File: src/hw/rtl/crc64bt_pkg.sv
// Package with the shared constants and types of the two-mode CRC-64 unit.
package crc64bt_pkg;

   localparam int unsigned CRC_WIDTH  = 64;
   localparam int unsigned BYTE_WIDTH = 8;

   // Mode codes of the configuration register.
   typedef enum logic {
      MODE_ECMA = 1'b0,
      MODE_ISO  = 1'b1
   } crc_mode_type;

   // Polynomials and initial values of the two modes.
   localparam logic [CRC_WIDTH-1:0] POLY_ECMA = 64'h42F0_E1EB_A9EA_3693;
   localparam logic [CRC_WIDTH-1:0] POLY_ISO  = 64'hD800_0000_0000_0000;
   localparam logic [CRC_WIDTH-1:0] INIT_ECMA = 64'h0000_0000_0000_0000;
   localparam logic [CRC_WIDTH-1:0] INIT_ISO  = 64'hFFFF_FFFF_FFFF_FFFF;

   // One request item as held in the input register.
   typedef struct packed {
      logic [BYTE_WIDTH-1:0] data_byte;
      logic                  start_flag;
      logic                  last_flag;
   } req_item_type;

endpackage

File: src/hw/rtl/crc64bt_in_reg.sv
// Input register stage that captures one request per cycle while req_stall is low.
module crc64bt_in_reg (
   input  logic                            clock,
   input  logic                            reset,
   input  logic                            req_valid,
   output logic                            req_stall,
   input  logic [crc64bt_pkg::BYTE_WIDTH-1:0] req_data_byte,
   input  logic                            req_start_flag,
   input  logic                            req_last_flag,
   input  logic                            advance,
   output logic                            stage_valid,
   output crc64bt_pkg::req_item_type       stage_item
);
   import crc64bt_pkg::*;

   logic         valid_ff;
   logic         valid_in;
   req_item_type item_ff;
   logic         load;

   // The stage holds its request until the CRC stage takes it.
   assign req_stall = valid_ff && !advance;
   assign load      = req_valid && !req_stall;
   assign valid_in  = req_stall ? 1'b1 : req_valid;

   always_ff @(posedge clock) begin
      if (reset) begin
         valid_ff <= 1'b0;
      end else begin
         valid_ff <= valid_in;
      end
   end

   // Payload needs no reset.
   always_ff @(posedge clock) begin
      if (load) begin
         item_ff.data_byte  <= req_data_byte;
         item_ff.start_flag <= req_start_flag;
         item_ff.last_flag  <= req_last_flag;
      end
   end

   assign stage_valid = valid_ff;
   assign stage_item  = item_ff;

endmodule

File: src/hw/rtl/crc64bt_core.sv
// CRC state register and the byte-wide update logic for both modes.
module crc64bt_core (
   input  logic                               clock,
   input  logic                               reset,
   input  crc64bt_pkg::crc_mode_type          mode,
   input  logic                               advance,
   input  crc64bt_pkg::req_item_type          item,
   output logic [crc64bt_pkg::CRC_WIDTH-1:0]  crc_final
);
   import crc64bt_pkg::*;

   logic [CRC_WIDTH-1:0] crc_ff;
   logic [CRC_WIDTH-1:0] crc_in;
   logic [CRC_WIDTH-1:0] poly;
   logic [CRC_WIDTH-1:0] init;
   logic [CRC_WIDTH-1:0] work;

   assign poly = (mode == MODE_ISO) ? POLY_ISO : POLY_ECMA;
   assign init = (mode == MODE_ISO) ? INIT_ISO : INIT_ECMA;

   // Reload on start, fold in the byte, then eight LSB-first shift steps.
   always_comb begin
      work = item.start_flag ? init : crc_ff;
      work = work ^ {{(CRC_WIDTH-BYTE_WIDTH){1'b0}}, item.data_byte};
      for (int k = 0; k < BYTE_WIDTH; k++) begin
         if (work[0]) begin
            work = (work >> 1) ^ poly;
         end else begin
            work = work >> 1;
         end
      end
      crc_in = work;
   end

   always_ff @(posedge clock) begin
      if (reset) begin
         crc_ff <= '0;
      end else if (advance) begin
         crc_ff <= crc_in;
      end
   end

   // ISO mode inverts the final value; ECMA mode passes it through.
   assign crc_final = (mode == MODE_ISO) ? (crc_in ^ INIT_ISO) : crc_in;

endmodule

File: src/hw/rtl/crc64bt_out_reg.sv
// Result register that holds a finished CRC until the consumer takes it.
module crc64bt_out_reg (
   input  logic                               clock,
   input  logic                               reset,
   input  logic                               load,
   input  logic [crc64bt_pkg::CRC_WIDTH-1:0]  crc_final,
   output logic                               out_free,
   output logic                               rsp_valid,
   input  logic                               rsp_stall,
   output logic [crc64bt_pkg::CRC_WIDTH-1:0]  rsp_crc_value
);
   import crc64bt_pkg::*;

   logic                 valid_ff;
   logic [CRC_WIDTH-1:0] crc_ff;

   // The register can take a new result when empty or being drained.
   assign out_free = !valid_ff || !rsp_stall;

   always_ff @(posedge clock) begin
      if (reset) begin
         valid_ff <= 1'b0;
      end else if (load) begin
         valid_ff <= 1'b1;
      end else if (!rsp_stall) begin
         valid_ff <= 1'b0;
      end
   end

   always_ff @(posedge clock) begin
      if (load) begin
         crc_ff <= crc_final;
      end
   end

   assign rsp_valid     = valid_ff;
   assign rsp_crc_value = crc_ff;

endmodule

File: src/hw/rtl/crc64_bytewise_two_mode_unit.sv
// Top level of the byte-wide CRC-64 unit with ECMA and ISO modes.
// A request waits in the input register; a last byte's result moves to the
// result register. Throughput: one request per cycle while req_stall is low;
// a byte's eight bit steps are combinational between the input register and
// the CRC/result registers. Reset (synchronous, active high) clears the CRC
// register and the mode to ECMA, and empties both pipeline registers.
module crc64_bytewise_two_mode_unit (
   input  logic                               clock,
   input  logic                               reset,
   input  logic                               csr_write_enable,
   input  logic                               csr_crc_mode,
   input  logic                               req_valid,
   output logic                               req_stall,
   input  logic [crc64bt_pkg::BYTE_WIDTH-1:0] req_data_byte,
   input  logic                               req_start_flag,
   input  logic                               req_last_flag,
   output logic                               rsp_valid,
   input  logic                               rsp_stall,
   output logic [crc64bt_pkg::CRC_WIDTH-1:0]  rsp_crc_value
);
   import crc64bt_pkg::*;

   crc_mode_type         mode_ff;
   logic                 stage_valid;
   req_item_type         stage_item;
   logic                 out_free;
   logic                 advance;
   logic [CRC_WIDTH-1:0] crc_final;

   // Mode register written through the configuration port.
   always_ff @(posedge clock) begin
      if (reset) begin
         mode_ff <= MODE_ECMA;
      end else if (csr_write_enable) begin
         mode_ff <= crc_mode_type'(csr_crc_mode);
      end
   end

   // A request moves on unless it carries a result that cannot be stored.
   assign advance = stage_valid && (!stage_item.last_flag || out_free);

   crc64bt_in_reg u_in_reg (
      .clock          (clock),
      .reset          (reset),
      .req_valid      (req_valid),
      .req_stall      (req_stall),
      .req_data_byte  (req_data_byte),
      .req_start_flag (req_start_flag),
      .req_last_flag  (req_last_flag),
      .advance        (advance),
      .stage_valid    (stage_valid),
      .stage_item     (stage_item)
   );

   crc64bt_core u_core (
      .clock     (clock),
      .reset     (reset),
      .mode      (mode_ff),
      .advance   (advance),
      .item      (stage_item),
      .crc_final (crc_final)
   );

   crc64bt_out_reg u_out_reg (
      .clock         (clock),
      .reset         (reset),
      .load          (advance && stage_item.last_flag),
      .crc_final     (crc_final),
      .out_free      (out_free),
      .rsp_valid     (rsp_valid),
      .rsp_stall     (rsp_stall),
      .rsp_crc_value (rsp_crc_value)
   );

endmodule

File: config.mk
export PLATFORM = sky130hd
export DESIGN_NAME = crc64_bytewise_two_mode_unit
export DESIGN_NICKNAME = d
export VERILOG_FILES = /design/src/hw/rtl/crc64bt_pkg.sv /design/src/hw/rtl/crc64bt_in_reg.sv /design/src/hw/rtl/crc64bt_core.sv /design/src/hw/rtl/crc64bt_out_reg.sv /design/src/hw/rtl/crc64_bytewise_two_mode_unit.sv
export SDC_FILE = /design/constraint.sdc
export NUM_CORES = 1
export LEC_CHECK = 0
export BUFFER_PORTS_ARGS = -buffer_cell sky130_fd_sc_hd__buf_2
export CELL_PAD_IN_SITES_DETAIL_PLACEMENT = 1
export CELL_PAD_IN_SITES_GLOBAL_PLACEMENT = 1
export CORE_ASPECT_RATIO = 1.4
export CORE_UTILIZATION = 51
export DETAILED_ROUTE_END_ITERATION = 12
export PLACE_DENSITY_LB_ADDON = 0.1
export SKIP_LAST_GASP = 1
export SLEW_MARGIN = 15
export SYNTH_ARGS = -nofsm -noshare
export SYNTH_HDL_FRONTEND = slang
export SYNTH_HIERARCHICAL = 1
export SYNTH_SLANG_ARGS = --single-unit
File: constraint.sdc
create_clock -name clock -period 11.83 [get_ports clock]
set_input_delay 1.183 -clock clock [delete_from_list [all_inputs] [get_ports clock]]
set_output_delay 1.183 -clock clock [all_outputs]
set_load 0.05 [all_outputs]
==> results.cfg, run 1 <==
[finish]
final_nets = 1140
diodes = 0
drive_gt1_share_pct = 15.2
fill_cells = 2181
fin_cells = 1379
area_delta_synth_final_pct = 11.8
final_core_util_pct = 58.6

[synthesis]
yosysUniqueCellTypes = 80
synth_area_leader_cell = edfxtp_1
synth_nets = 1102
syn-instance-count = 1084
syn_avg_cell_area_um2 = 9.04
synth-seq-area-share_pct = 36.4
synthTopCellsByArea = edfxtp_1, dfxtp_1, xnor2_1
netlist_area_um2 = 9800
synthFlopType = edfxtp_1
synth_top_cell_area_share_pct = 22.7
synth_edf_count = 74
netlist_top_cells_count = nor2_1, xnor2_1, a21oi_1
yosysMostFrequentCell = nor2_1
synth_seq_cells = 141
ys_warn_count = 6
async_flop_share_pct = 0

[route]
first_pass_iters = 6
drc_errors = 0
routed_wl_mm = 32.2
top_layer_used = met4
first_iter_violations = 768
wl_met3_mm = 1.93
dr_total_vias = 8609
wl_met1_mm = 12.9
post_drt_via_cell_ratio = 6.24
ant_nets = 0
dr_wl_met2_mm = 15.8
wl_per_cell_um = 23.3

[clock_tree]
clock_latency_ps = 430
cts-buffers-inserted = 17
clk_path_buf_depth = 2
htree_levels = 4
clk_pin_slew_ps = 60
cts_root_buf = clkbuf_16
cts-resized-gates = 0
cts_setup_buffers = 0
tritoncts = built
hold_buffers = 0
clkSinkCount = 141

[grt]
grt_overflow = 0
grt_first_pass_wirelength_mm = 50.2
antenna_found_initial = 0
first_global_vias = 8689
grt_use_total_pct = 33.4
grt_max_degree = 81

[worst_setup_path]
cp-startpoint = mode_ff
r2r_end = u_out_reg/rsp_crc_value[35]
worstPathRequired_ps = 12000
arrival_ps = 6150
crit_type = reg2reg
slowest_delay_ps = 1010
worstSetupEndpointType = flop
r2r_slack_ps = 5850
crit_slowest_cell = xnor2_1
crit_chain = buf_4 > nand4bb_1 > o221ai_1 > nor3_1 > or3b_1 > and2_1 > xnor3_1 > and2_1 > xnor2_1 > xnor2_1 > mux2i_1 > a311o_1
crit_path_max_fanout = 80
timing.rr.start = mode_ff
r2r_cells = 12
cp-start-kind = flop

[floorplan]
pin_count = 82
start_util_pct = 52.5
num_rows = 59
die_area_um2 = 19800
fp.dieH_um = 166
die_w_um = 119
core_region_area_um2 = 18700

[placed_design]
gp_congestion = 0.911
dp_hpwl_mm = 20.7
dp.cells = 1347
io_buffers = 81

[sta]
finalSetupViolations = 0
grt_setup_unrepaired = false
maxSlewViolCount = 0
setup_tns_ps = 0
fmax_mhz = 167
relSlewSlack_pct = 23.9
hold_ws_ps = 480
tightest_slew_ps = 1130
finalClockSkew_ps = 10.2
fin_crit_sh_pct = 50.5
finalHoldViolCount = 0
layout_min_cycle_time_ps = 5980

[worst_hold_path]
min_from = u_core/crc_ff[39]
whs_path_depth = 2
holdPathEnd = u_core/crc_ff[39]
hold_path.class = reg2reg

[run_status]
status = finished, final reports clean

[run]
drv_cap = 0
worst max path at each step:
stage	to	slack (ps)
after CTS	u_out_reg/rsp_crc_value[35]	5940
after detailed placement	u_out_reg/rsp_crc_value[35]	5990
after global placement	u_out_reg/rsp_crc_value[35]	6210
final	u_out_reg/rsp_crc_value[35]	5850
after global routing	u_out_reg/rsp_crc_value[35]	5490
after floorplan	u_out_reg/rsp_crc_value[18]	7810
area by class of cell:
type	instances	area [um2]	area share (%)
multi-input cells	845	5860	53.5
flip-flops and latches	141	3570	32.6
well taps	244	305	2.79
inverters	13	48.8	0.446
clock inverters	13	164	1.50
repair buffers	104	578	5.28
clock buffers	19	433	3.95
flip-flops by register name, indices dropped and copies added (netlist names):
name,count
u_out_reg/rsp_crc_value,64
u_in_reg/stage_item,10
u_in_reg/stage_valid,1
u_core/crc_ff,64
mode_ff,1
u_out_reg/rsp_valid,1
routing by layer:
metal	up-vias	global-route usage [%]
li1	3930	-
met1	4236	41.0
met2	353	55.8
met3	90	5.67
met4	0	17.1
met5	-	0
cells by family after synthesis:
kind of cell,synth area share (%)
xor gates and xnor gates,18.4
and+or+nand+nor,16.3
DFF,36.4
adders and majority gates,0.255
buffers and inverters,4.16
muxes,6.31
AOI/OAI and AO/OA,18.2
cell usage in the layout (no fill, tap or decap), types with 5 or more instances in the layout:
cell,count
nor2_1,158
xnor2_1,98
a21oi_1,83
buf_2,81
edfxtp_1,74
dfxtp_1,66
nand2_1,64
mux2i_1,46
nor2b_1,40
o22ai_1,39
xor2_1,38
o21ai_0,36
buf_4,23
clkbuf_16,17
nor3_1,17
o21ai_1,17
a211oi_1,16
o221ai_1,15
inv_1,11
and2_1,10
nand3_1,9
xnor2_2,8
xnor3_1,8
nand2b_1,7
o211ai_1,7
or3_1,7
a31oi_1,7
xor2_2,5
o21a_1,5
a21o_1,5
a22oi_1,5
xor3_1,5
worst max-delay path, delay by kind of cell, from the launching register on:
kind | cells | cell delay (ps)
AND/OR/NAND/NOR | 5 | 1690
XOR/XNOR | 3 | 1650
buffers and inverters | 1 | 790
flip-flops | 1 | 720
AO/OA/AOI/OAI | 2 | 540
multiplexers | 1 | 200
stage by stage:
step / instance area [um2] / worst slack (ps)
after global placement: 10400 / 6210
after floorplan: 9800 / 7810
after global routing: 11000 / 5490
after CTS: 11000 / 5940
final: 11000 / 5850
after detailed placement: 10400 / 5990
Power of run 1 is left out: the tool's default activity adds up to more than one toggle a clock period on the data nets, which glitch-free logic cannot reach.
==> inputs of run 2 (changes only) <==
CORE_UTILIZATION = 47   (was 51)
clock period = 6.05 ns   (was 11.83 ns; I/O delays follow)
==> run 2 against run 1 <==
Net effect:
- the run now ends with DRC left
- via count fell by 1.8%
- design area rose by 0.75%
- maximum frequency rose by 22%
- first-iteration DRC count fell by 22%
- clock skew barely moved
- die area rose by 8.4%
- final cell count rose by 1.5%
- flip-flop and latch count did not move
- register-to-register slack got worse by 4700 ps
- critical path type unchanged
- critical endpoint is now u_core/crc_ff[9]
==> results.cfg, run 2 (synthesized netlist as in run 1, its figures left out) <==
[placed_design]
gp_congestion = 0.860
dp_hpwl_mm = 21.8
io_buffers = 81

[sta]
finalClockSkew_ps = 10.1
setup_tns_ps = 0
tightest_slew_ps = 1120
grt_setup_unrepaired = false
finalSetupViolations = 0
maxSlewViolCount = 0
relSlewSlack_pct = 25.0
fin_crit_sh_pct = 81.3
layout_min_cycle_time_ps = 4920
finalHoldViolCount = 0
fmax_mhz = 203

[floorplan]
die_w_um = 124
core_region_area_um2 = 20500
num_rows = 62
pin_count = 82
fp.dieH_um = 173
start_util_pct = 47.8
die_area_um2 = 21400

[route]
dr_total_vias = 8456
wl_per_cell_um = 22.8
ant_nets = 0
first_iter_violations = 601
first_pass_iters = 9
routed_wl_mm = 31.9
drc_errors = 1
post_drt_via_cell_ratio = 6.04

[grt]
first_global_vias = 8729
antenna_found_initial = 1
grt_max_degree = 63
grt_overflow = 0
grt_first_pass_wirelength_mm = 49.8
grt_use_total_pct = 31.4

[worst_setup_path]
cp-startpoint = u_in_reg/stage_item[1]
r2r_end = u_core/crc_ff[9]
cp-start-kind = flop
cp-endpoint = u_core/crc_ff[9]
worstSetupEndpointType = flop
crit_path_max_fanout = 14
worstPathRequired_ps = 6420
timing.rr.start = u_in_reg/stage_item[1]
r2r_cells = 14
arrival_ps = 5280
r2r_slack_ps = 1130
crit_type = reg2reg

[clock_tree]
htree_levels = 4
tritoncts = built
cts_setup_buffers = 0
clk_path_buf_depth = 2
clock_latency_ps = 440
clk_pin_slew_ps = 60
cts_root_buf = clkbuf_16
hold_buffers = 0
cts-buffers-inserted = 17
clkSinkCount = 141
cts-resized-gates = 0

[finish]
fill_cells = 2429
final_cell_mix = nor2_1, xnor2_1, a21oi_1
multi_input_area_um2 = 5850
layout_commonest_cell = nor2_1
diodes = 0
final_nets = 1149
drive_gt1_share_pct = 16.2
regArea_um2 = 3570
area_delta_synth_final_pct = 12.6

[run_status]
violations = DRC
status = finished, violations left

[worst_hold_path]
hold_path.class = in2reg

[run]
drv_cap = 0
==> run 2: worst min-delay path by stage <==
stage	from	end	slack [ps]	cells after the start
after detailed placement	u_core/crc_ff[7]	u_core/crc_ff[7]	470	2
after floorplan	u_core/crc_ff[39]	u_core/crc_ff[39]	440	2
after global routing	req_data_byte[0]	u_in_reg/stage_item[2]	320	1
after CTS	req_data_byte[0]	u_in_reg/stage_item[2]	320	1
final	req_data_byte[5]	u_in_reg/stage_item[7]	340	1
after global placement	u_core/crc_ff[7]	u_core/crc_ff[7]	470	2
==> run 2: stage by stage <==
step	setup WS [ps]	utilization (%)	cells	hold slack [ps]	cell area, um2
finish	1130	53.9	1400	339	11000
global route	931	53.9	1400	325	11000
CTS	1120	53.9	1400	321	11000
detailed placement	1190	51.0	1368	472	10400
global placement	1300	51.0	1368	467	10400
floorplan	2030	-	1084	440	9800
==> run 2: worst max-delay path, cell delays in order, from the launching register on <==
cell      delay (ps)
edfxtp_1         760
mux2i_1          290
xor2_1           350
inv_1             80
ha_1             330
mux2i_4          490
xor2_2           240
xnor2_4          290
xor2_2           610
buf_4            280
xnor2_2          160
mux2i_1          240
a22o_1           210
mux2_1           350
nor3_2           150
==> run 2: area by class of cell <==
class | count | area share [%]
inverter | 13 | 0.442
clock inverter | 15 | 1.58
tap | 256 | 2.90
multi-input combinational | 845 | 53.0
clock buffer | 17 | 3.86
sequential | 141 | 32.3
timing repair buffer | 113 | 5.85
==> run 2: per-layer routing <==
layer / vias to the layer above / wire, um / GRT usage [%]
met1: 4209 / 13600 / 39.7
met3: 63 / 1400 / 5.67
met4: 2 / 1150 / 13.3
met2: 241 / 15700 / 51.7
met5: - / 9 / 0
li1: 3941 / - / -
Power of run 2 is left out for the same reason.
